### src/hw/rtl/eiec_pkg.sv
// eiec_pkg: shared constants, bus codes and types for the external
// interrupt edge controller. No dependencies.
`timescale 1ns / 1ps

package eiec_pkg;

  // Line counts and port geometry
  localparam int DEF_NUM_LINES       = 23;
  localparam int GPIO_LINES          = 16;
  localparam int INTERNAL_COUNT      = 7;
  localparam int NUM_PORTS           = 9;
  localparam int LAST_PORT           = 8;
  localparam int LAST_PORT_PIN_LIMIT = 12;
  localparam int PINS_PER_PORT       = 16;
  localparam int CODE_W              = 4;
  localparam int PIN_FIELD_W         = 48;
  localparam int PIN_VEC_W           = 256;  // one slot per {code, pin}
  localparam int DATA_W              = 32;
  localparam int GROUP_W             = 7;

  // Bus actions
  localparam logic [1:0] FUNC_NONE  = 2'd0;
  localparam logic [1:0] FUNC_READ  = 2'd1;
  localparam logic [1:0] FUNC_WRITE = 2'd2;

  // Register addresses
  localparam logic [3:0] REG_IMASK   = 4'd0;
  localparam logic [3:0] REG_EMASK   = 4'd1;
  localparam logic [3:0] REG_RISE    = 4'd2;
  localparam logic [3:0] REG_FALL    = 4'd3;
  localparam logic [3:0] REG_SWTRIG  = 4'd4;
  localparam logic [3:0] REG_PENDING = 4'd5;
  localparam logic [3:0] REG_PSEL0   = 4'd6;
  localparam logic [3:0] REG_PSEL1   = 4'd7;
  localparam logic [3:0] REG_PSEL2   = 4'd8;
  localparam logic [3:0] REG_PSEL3   = 4'd9;

  // One register access carried with a beat
  typedef struct packed {
    logic [1:0]        func;
    logic [3:0]        addr;
    logic [DATA_W-1:0] wdata;
  } bus_req_t;

  // Port-select codes of the sixteen GPIO lines
  typedef logic [GPIO_LINES-1:0][CODE_W-1:0] port_sel_t;

endpackage

### src/hw/rtl/eiec_line_mux.sv
// eiec_line_mux: picks the sampled level of every interrupt line from the
// selected GPIO port pin or the internal sources. Uses eiec_pkg.
`timescale 1ns / 1ps

module eiec_line_mux
  import eiec_pkg::*;
#(
  parameter int NUM_LINES = DEF_NUM_LINES
) (
  input  port_sel_t                port_sel,
  input  logic [PIN_FIELD_W-1:0]   pins_low_ports,
  input  logic [PIN_FIELD_W-1:0]   pins_mid_ports,
  input  logic [PIN_FIELD_W-1:0]   pins_high_ports,
  input  logic [INTERNAL_COUNT-1:0] internal_sources,
  output logic [NUM_LINES-1:0]     levels
);

  // All pins in {port, pin} order, padded so any 4-bit code stays in range
  logic [PIN_VEC_W-1:0] pin_vec;

  assign pin_vec = {(PIN_VEC_W - 3 * PIN_FIELD_W)'(0),
                    pins_high_ports, pins_mid_ports, pins_low_ports};

  for (genvar i = 0; i < NUM_LINES; i++) begin : g_line
    if (i < GPIO_LINES) begin : g_gpio
      logic [CODE_W-1:0] code;
      logic              mapped;
      logic [7:0]        idx;
      assign code   = port_sel[i];
      // codes past the last port, and port 8 upper pins, read low
      assign mapped = (32'(code) < NUM_PORTS) &&
                      !((32'(code) == LAST_PORT) && (i >= LAST_PORT_PIN_LIMIT));
      assign idx    = {code, 4'(i)};
      assign levels[i] = mapped & pin_vec[idx];
    end else if (i - GPIO_LINES < INTERNAL_COUNT) begin : g_int
      assign levels[i] = internal_sources[i - GPIO_LINES];
    end else begin : g_none
      assign levels[i] = 1'b0;
    end
  end

endmodule

### src/hw/rtl/eiec_core.sv
// eiec_core: control registers, edge detection, pending logic and the
// result values of one beat. Uses eiec_pkg.
`timescale 1ns / 1ps

module eiec_core
  import eiec_pkg::*;
#(
  parameter int NUM_LINES = DEF_NUM_LINES
) (
  input  logic                 clk,
  input  logic                 rst,
  input  logic                 step,
  input  bus_req_t             req,
  input  logic [NUM_LINES-1:0] levels,
  output port_sel_t            port_sel,
  output logic [DATA_W-1:0]    rd_next,
  output logic [NUM_LINES-1:0] pending_next,
  output logic [NUM_LINES-1:0] irq_next,
  output logic [GROUP_W-1:0]   grp_next,
  output logic [NUM_LINES-1:0] event_next
);

  logic [NUM_LINES-1:0] irq_mask, irq_mask_next;
  logic [NUM_LINES-1:0] event_mask, event_mask_next;
  logic [NUM_LINES-1:0] rise_select, rise_select_next;
  logic [NUM_LINES-1:0] fall_select, fall_select_next;
  logic [NUM_LINES-1:0] soft_trigger, soft_trigger_next;
  logic [NUM_LINES-1:0] pending;
  logic [NUM_LINES-1:0] previous_level;
  port_sel_t            port_sel_next;

  logic [NUM_LINES-1:0] wval;
  logic [NUM_LINES-1:0] edges;
  logic [NUM_LINES-1:0] sw_new;
  logic [NUM_LINES-1:0] clr;
  logic [1:0]           grp_sel;

  assign wval    = req.wdata[NUM_LINES-1:0];
  assign grp_sel = 2'(req.addr - REG_PSEL0);

  // Selected edges against the previous sample
  assign edges = (levels & ~previous_level & rise_select) |
                 (~levels & previous_level & fall_select);

  // Register read, old contents
  always_comb begin
    rd_next = '0;
    if (req.func == FUNC_READ) begin
      unique case (req.addr)
        REG_IMASK:   rd_next = DATA_W'(irq_mask);
        REG_EMASK:   rd_next = DATA_W'(event_mask);
        REG_RISE:    rd_next = DATA_W'(rise_select);
        REG_FALL:    rd_next = DATA_W'(fall_select);
        REG_SWTRIG:  rd_next = DATA_W'(soft_trigger);
        REG_PENDING: rd_next = DATA_W'(pending);
        REG_PSEL0, REG_PSEL1, REG_PSEL2, REG_PSEL3: begin
          rd_next = DATA_W'({port_sel[{grp_sel, 2'd3}], port_sel[{grp_sel, 2'd2}],
                             port_sel[{grp_sel, 2'd1}], port_sel[{grp_sel, 2'd0}]});
        end
        default:     rd_next = '0;
      endcase
    end
  end

  // Register write decode
  always_comb begin
    irq_mask_next     = irq_mask;
    event_mask_next   = event_mask;
    rise_select_next  = rise_select;
    fall_select_next  = fall_select;
    soft_trigger_next = soft_trigger;
    port_sel_next     = port_sel;
    sw_new            = '0;
    clr               = '0;
    if (req.func == FUNC_WRITE) begin
      unique case (req.addr)
        REG_IMASK: irq_mask_next    = wval;
        REG_EMASK: event_mask_next  = wval;
        REG_RISE:  rise_select_next = wval;
        REG_FALL:  fall_select_next = wval;
        REG_SWTRIG: begin
          sw_new            = wval & ~soft_trigger;
          soft_trigger_next = soft_trigger | wval;
        end
        REG_PENDING: begin
          clr               = wval;
          soft_trigger_next = soft_trigger & ~wval;
        end
        REG_PSEL0, REG_PSEL1, REG_PSEL2, REG_PSEL3: begin
          for (int k = 0; k < 4; k++) begin
            port_sel_next[{grp_sel, 2'(k)}] = req.wdata[CODE_W*k +: CODE_W];
          end
        end
        default: ;
      endcase
    end
  end

  // Set wins over clear
  assign pending_next = (pending & ~clr) | edges | sw_new;
  assign irq_next     = pending_next & irq_mask_next;
  assign event_next   = (edges | sw_new) & event_mask_next;
  assign grp_next     = {|irq_next[15:10], |irq_next[9:5], irq_next[4:0]};

  // State update, one beat per step
  always_ff @(posedge clk) begin
    if (rst) begin
      irq_mask       <= '0;
      event_mask     <= '0;
      rise_select    <= '0;
      fall_select    <= '0;
      soft_trigger   <= '0;
      pending        <= '0;
      previous_level <= '0;
      port_sel       <= '0;
    end else if (step) begin
      irq_mask       <= irq_mask_next;
      event_mask     <= event_mask_next;
      rise_select    <= rise_select_next;
      fall_select    <= fall_select_next;
      soft_trigger   <= soft_trigger_next;
      pending        <= pending_next;
      previous_level <= levels;
      port_sel       <= port_sel_next;
    end
  end

endmodule

### src/hw/rtl/external_interrupt_edge_controller.sv
// external_interrupt_edge_controller: top level with input and result
// registers around eiec_line_mux and eiec_core. Uses eiec_pkg.
//
//   channel | valid     | stall     | payload
//   --------+-----------+-----------+------------------------------------------
//   input   | in_valid  | in_stall  | func, reg_addr, write_data, pins_*, internal
//   result  | out_valid | out_stall | read_data, pending_bits, irq_lines, ...
//
// One beat per cycle sustained while out_stall is low; a beat taken into the input
// register goes through the single combinational pass of mux and core into the
// result register.
// Synchronous reset clears all control registers and both stage valids.
// A stalled result holds; the input register keeps taking a beat while the
// result register drains, and in_stall rises only when both stages are full.
`timescale 1ns / 1ps

module external_interrupt_edge_controller
  import eiec_pkg::*;
#(
  parameter int NUM_LINES = DEF_NUM_LINES
) (
  input  logic                      clk,
  input  logic                      rst,
  input  logic                      in_valid,
  output logic                      in_stall,
  input  logic [1:0]                func,
  input  logic [3:0]                reg_addr,
  input  logic [DATA_W-1:0]         write_data,
  input  logic [PIN_FIELD_W-1:0]    pins_low_ports,
  input  logic [PIN_FIELD_W-1:0]    pins_mid_ports,
  input  logic [PIN_FIELD_W-1:0]    pins_high_ports,
  input  logic [INTERNAL_COUNT-1:0] internal_sources,
  output logic                      out_valid,
  input  logic                      out_stall,
  output logic [DATA_W-1:0]         read_data,
  output logic [NUM_LINES-1:0]      pending_bits,
  output logic [NUM_LINES-1:0]      irq_lines,
  output logic [GROUP_W-1:0]        grouped_irq,
  output logic [NUM_LINES-1:0]      event_pulses
);

  // Input stage
  logic                      s1_valid;
  bus_req_t                  s1_req;
  logic [PIN_FIELD_W-1:0]    s1_pins_low;
  logic [PIN_FIELD_W-1:0]    s1_pins_mid;
  logic [PIN_FIELD_W-1:0]    s1_pins_high;
  logic [INTERNAL_COUNT-1:0] s1_internal;

  logic                      advance;
  logic                      in_take;
  port_sel_t                 port_sel;
  logic [NUM_LINES-1:0]      levels;
  logic [DATA_W-1:0]         rd_next;
  logic [NUM_LINES-1:0]      pending_next;
  logic [NUM_LINES-1:0]      irq_next;
  logic [GROUP_W-1:0]        grp_next;
  logic [NUM_LINES-1:0]      event_next;

  // Handshake: process when the result register is free or draining
  assign advance  = s1_valid && (!out_valid || !out_stall);
  assign in_stall = s1_valid && !advance;
  assign in_take  = in_valid && !in_stall;

  always_ff @(posedge clk) begin
    if (rst) begin
      s1_valid <= 1'b0;
    end else if (in_take || advance) begin
      s1_valid <= in_take;
    end
  end

  always_ff @(posedge clk) begin
    if (in_take) begin
      s1_req       <= '{func: func, addr: reg_addr, wdata: write_data};
      s1_pins_low  <= pins_low_ports;
      s1_pins_mid  <= pins_mid_ports;
      s1_pins_high <= pins_high_ports;
      s1_internal  <= internal_sources;
    end
  end

  eiec_line_mux #(
    .NUM_LINES(NUM_LINES)
  ) u_mux (
    .port_sel        (port_sel),
    .pins_low_ports  (s1_pins_low),
    .pins_mid_ports  (s1_pins_mid),
    .pins_high_ports (s1_pins_high),
    .internal_sources(s1_internal),
    .levels          (levels)
  );

  eiec_core #(
    .NUM_LINES(NUM_LINES)
  ) u_core (
    .clk         (clk),
    .rst         (rst),
    .step        (advance),
    .req         (s1_req),
    .levels      (levels),
    .port_sel    (port_sel),
    .rd_next     (rd_next),
    .pending_next(pending_next),
    .irq_next    (irq_next),
    .grp_next    (grp_next),
    .event_next  (event_next)
  );

  // Result register
  always_ff @(posedge clk) begin
    if (rst) begin
      out_valid <= 1'b0;
    end else if (advance) begin
      out_valid <= 1'b1;
    end else if (!out_stall) begin
      out_valid <= 1'b0;
    end
  end

  always_ff @(posedge clk) begin
    if (advance) begin
      read_data    <= rd_next;
      pending_bits <= pending_next;
      irq_lines    <= irq_next;
      grouped_irq  <= grp_next;
      event_pulses <= event_next;
    end
  end

  // Checks
  a_irq_subset: assert property (@(posedge clk) disable iff (rst)
    out_valid |-> ((irq_lines & ~pending_bits) == '0))
    else $error("irq line set without pending flag");

  a_group_low: assert property (@(posedge clk) disable iff (rst)
    out_valid |-> (grouped_irq[4:0] == irq_lines[4:0]))
    else $error("grouped request bits 0-4 differ from irq lines");

  a_read_zero: assert property (@(posedge clk) disable iff (rst)
    (advance && (s1_req.func != FUNC_READ)) |=> (read_data == '0))
    else $error("read data nonzero on a non-read beat");

  a_stall_full: assert property (@(posedge clk) disable iff (rst)
    in_stall |-> (s1_valid && out_valid && out_stall))
    else $error("input stalled while a stage is free");

endmodule
### config.mk
export PLATFORM = sky130hd
export DESIGN_NAME = external_interrupt_edge_controller
export DESIGN_NICKNAME = d
export VERILOG_FILES = /design/src/hw/rtl/eiec_pkg.sv /design/src/hw/rtl/eiec_line_mux.sv /design/src/hw/rtl/eiec_core.sv /design/src/hw/rtl/external_interrupt_edge_controller.sv
export SDC_FILE = /design/constraint.sdc
export NUM_CORES = 1
export LEC_CHECK = 0
export BUFFER_PORTS_ARGS = -buffer_cell sky130_fd_sc_hd__clkbuf_2
export CAP_MARGIN = 15
export CORE_ASPECT_RATIO = 0.5
export CORE_UTILIZATION = 47
export DETAILED_ROUTE_END_ITERATION = 6
export PLACE_DENSITY_LB_ADDON = 0.15
export SYNTH_ARGS = -nofsm -noshare
export SYNTH_HDL_FRONTEND = slang
export SYNTH_SLANG_ARGS = --single-unit
### constraint.sdc
create_clock -name clk -period 13 [get_ports clk]
set_input_delay 1.3 -clock clk [delete_from_list [all_inputs] [get_ports clk]]
set_output_delay 1.3 -clock clk [all_outputs]
set_load 0.02 [all_outputs]
==> results.tsv <==
metric	value	unit
RR Endpoint	u_core.irq_mask[13]$_SDFFE_PP0P_	
PortBufs	280	
Initial Util	48.4	%
Post-DRT Antenna Nets	0	
Post-synth ARST share	0	%
Warnings, synthesis	0	
CTS clk-pin slew, worst paths	0.07	ns
CORE AREA	42600	sq um
Combinational Power Share	5.4	%
Final setup viols	0	
endpoints failing hold	0	
area of the mapped netlist	20700	sq um
flop and latch count out of synthesis	497	
Slew Viols, Final	0	
post-CTS setup buffer count	0	
die area	44800	sq um
R2R setup slack	8.82	ns
leading area contributor after synthesis	edfxtp_1	
min Tclk post-route	4.18	ns
CP peak stage delay	1.08	ns
syn avg cell area	11.2	sq um
die width	298	microns
Seq pwr share	52.3	%
worst vdd ir	0.0000865	V
PD cells	140	nW/um^2
most frequent CP cell	buf_4	
worst r2r path cells	8	
fin area	24000	sq um
Cell Int Power	0.00260	W
Clock Skews	0.0234	ns
critical path type	reg -> reg	
vias in the first global route	14400	
cts hold-fix bufs	0	
worst skew pair latency	0.57	ns
startpoint type of the worst setup path	flip-flop	
drc violations	0	
Vias	15400	
first-pass GRT wire length	85.8	mm
num ports	303	
CTS tree	done	
Detailed Routing Iterations Pass 1	6	
Total Neg Setup Slack	0	ns
drt total wl	58.1	mm
routability cong.	0.866	
Tcrit/Tclk final	32.2	%
Min-Delay Path Depth	2	
number of flops mapped to enable cells by yosys	270	
RR Startpoint	s1_req[32]$_DFFE_PP_	
per-cell routed wire length	21.7	microns
Via-to-Cell Ratio	5.75	
Num CTS Buffers	45	
buffer depth of the longest clock path	3	
Psw	0.000767	W
Final HPWL DP	37.8	mm
initial DRC count	1391	
Hold WC Path Type	reg -> reg	
Slew HR	18.8	%
P_leak	8.42	nW
CTS resizes	0	
Data required, critical path	13.48	ns
nets@finish	2260	
Die Ht	150	microns
Crit. End Element	flip-flop	
CTS sink count	497	
gate count of the mapped netlist	1848	
RSZ-0062 raised after global routing	no	
CP delay by family, top	simple AND/OR/NAND/NOR gates	
GRT overflow	0	
Yosys top cell area share	39.3	%
FP Rows	53	
Post-synth top flop	edfxtp_1	
Root Buffer	clkbuf_16	
status	complete, no violations	
switching share of power	22.8	%
pin count of the biggest net entering global routing	177	
measured slew at the worst slew-check pin	1.21	ns
overall global routing resource usage	25.3	%
CP Cell Sequence	buf_4 > nor4_4 > buf_4 > nand2_2 > nor2_2 > buf_4 > nand2_1 > a21oi_1	
worst endpoint data arrival time	4.66	ns
placed cell area	22400	sq um
ant diodes	0	
Fmax achieved	239	MHz
Layout Area Growth over Synthesis	16.2	%
clock share of power	42.4	%
fraction of layout cells with a size suffix above 1	22.1	%
CP bufs+invs	3	
Worst path slowest cell	nor4_4	
sequential share of the synthesized area	61.3	%
Yosys cell types	69	
Max H-tree Level	2	
# Max-Cap Violations	0	
initial antenna violation count	0	
synth top area cells	edfxtp_1 (39%), dfxtp_1 (22%), nand2_1 (7.7%), a21oi_1 (4.7%), mux4_2 (4.3%)	
crit-path max FO	28	
layout make-up:
cell class                      instances  area (sq um)
Fill cell                            3663         18600
Tap cell                              577           722
Clock inverter                         31           354
Clock buffer                           53          1220
Timing Repair Buffer                  311          1650
Inverter                               20          80.1
Multi-Input combinational cell       1192          7320
Sequential cell                       497         12700
layer usage:
layer  track usage, %  wire, microns
met3             6.81           5320
met1             35.2          25300
met5                0              0
met2             39.5          26300
met4             6.03           1110
how the worst max path moves through the flow:
| stage | depth (start not counted) | to | slack, ns | start |
|---|---|---|---|---|
| after global placement | 8 | u_core.irq_mask[6]$_SDFFE_PP0P_ | 9.08 | s1_req[32]$_DFFE_PP_ |
| after detailed placement | 8 | u_core.irq_mask[9]$_SDFFE_PP0P_ | 8.96 | s1_req[32]$_DFFE_PP_ |
| after CTS | 8 | u_core.irq_mask[13]$_SDFFE_PP0P_ | 8.94 | s1_req[32]$_DFFE_PP_ |
| after global routing | 8 | u_core.irq_mask[13]$_SDFFE_PP0P_ | 8.68 | s1_req[32]$_DFFE_PP_ |
| final | 8 | u_core.irq_mask[13]$_SDFFE_PP0P_ | 8.82 | s1_req[32]$_DFFE_PP_ |
| after floorplan | 2 | s1_internal[0]$_DFFE_PP_ | 2.99 | out_stall |
cells by family after synthesis:
kind of cell / synth area share (%)
AOI/OAI and AO/OA: 13.7
buffers and inverters: 3.63
DFF: 61.3
other: 0.0182
and+or+nand+nor: 13.8
muxes: 7.65
state kept, by name, summed over array words and instances (netlist names), named ones only:
name,flops
u_core.port_sel,64
s1_pins_low,48
s1_pins_mid,48
s1_pins_high,44
s1_req,29
event_pulses,23
irq_lines,23
pending_bits,23
read_data,23
u_core.event_mask,23
u_core.fall_select,23
u_core.irq_mask,23
u_core.pending,23
u_core.previous_level,23
u_core.rise_select,23
s1_internal,7
grouped_irq,2
out_valid,1
s1_valid,1
synthesized netlist by cell type (16+ instances only):
cell type / count
nand2_1: 426
edfxtp_1: 270
dfxtp_1: 227
a21oi_1: 195
nor2_1: 108
clkbuf_1: 96
mux2i_1: 54
a22oi_1: 40
mux4_2: 39
buf_2: 27
a221oi_1: 24
a31oi_1: 23
a211oi_1: 20
a311oi_1: 19
inv_1: 19
nand3_1: 19
buf_4: 18
o21ai_0: 16
per-stage QoR:
stage | setup WS [ns] | total power (W) | util (%) | hold WS, ns | std cells
global route | 8.68 | 0.00346 | 56.3 | 0.489 | 2681
detailed placement | 8.96 | 0.00197 | 52.6 | 0.452 | 2597
floorplan | 2.99 | 0.00189 | - | 0.436 | 1856
finish | 8.82 | 0.00336 | 56.3 | 0.463 | 2681
CTS | 8.94 | 0.00338 | 56.3 | 0.462 | 2681
global placement | 9.08 | 0.00197 | 52.6 | 0.447 | 2597
worst min-delay path, stage by stage (launching register included):
cell and delay (ns):
dfxtp_1 0.31, nand2_1 0.05, a21oi_1 0.05
cell usage in the layout, fill, tap and decap left out, types with 5 or more instances in the layout:
cell type and n:
nand2_1 426, clkbuf_2 279, edfxtp_1 270, dfxtp_1 227, a21oi_1 195, nor2_1 107
mux2i_1 54, clkbuf_16 47, a22oi_1 40, mux4_2 39, buf_4 30, a221oi_1 24
a31oi_1 23, a211oi_1 20, inv_1 19, nand3_1 19, a311oi_1 19, o21ai_0 16
nand2b_1 15, a21boi_0 15, a22o_1 14, nand3b_1 13, o2111ai_1 11, clkinv_2 11
nor3_1 10, conb_1 9, nor4b_1 8, o21a_1 8, and2_1 8, o22ai_1 8
o211ai_1 7, o221a_2 7, bufinv_16 7, mux2_2 5, or3_1 5
power groups by stage:
| stage | clock network (W) | registers (W) | logic [W] |
|---|---|---|---|
| after global routing | 0.00151 | 0.00176 | 0.000194 |
| after floorplan | 0 | 0.00180 | 0.0000997 |
| after CTS | 0.00145 | 0.00176 | 0.000181 |
| after global placement | 0 | 0.00179 | 0.000178 |
| after detailed placement | 0 | 0.00179 | 0.000180 |
| final | 0.00142 | 0.00176 | 0.000180 |
Note: power is estimated with default switching activity, not from simulation.
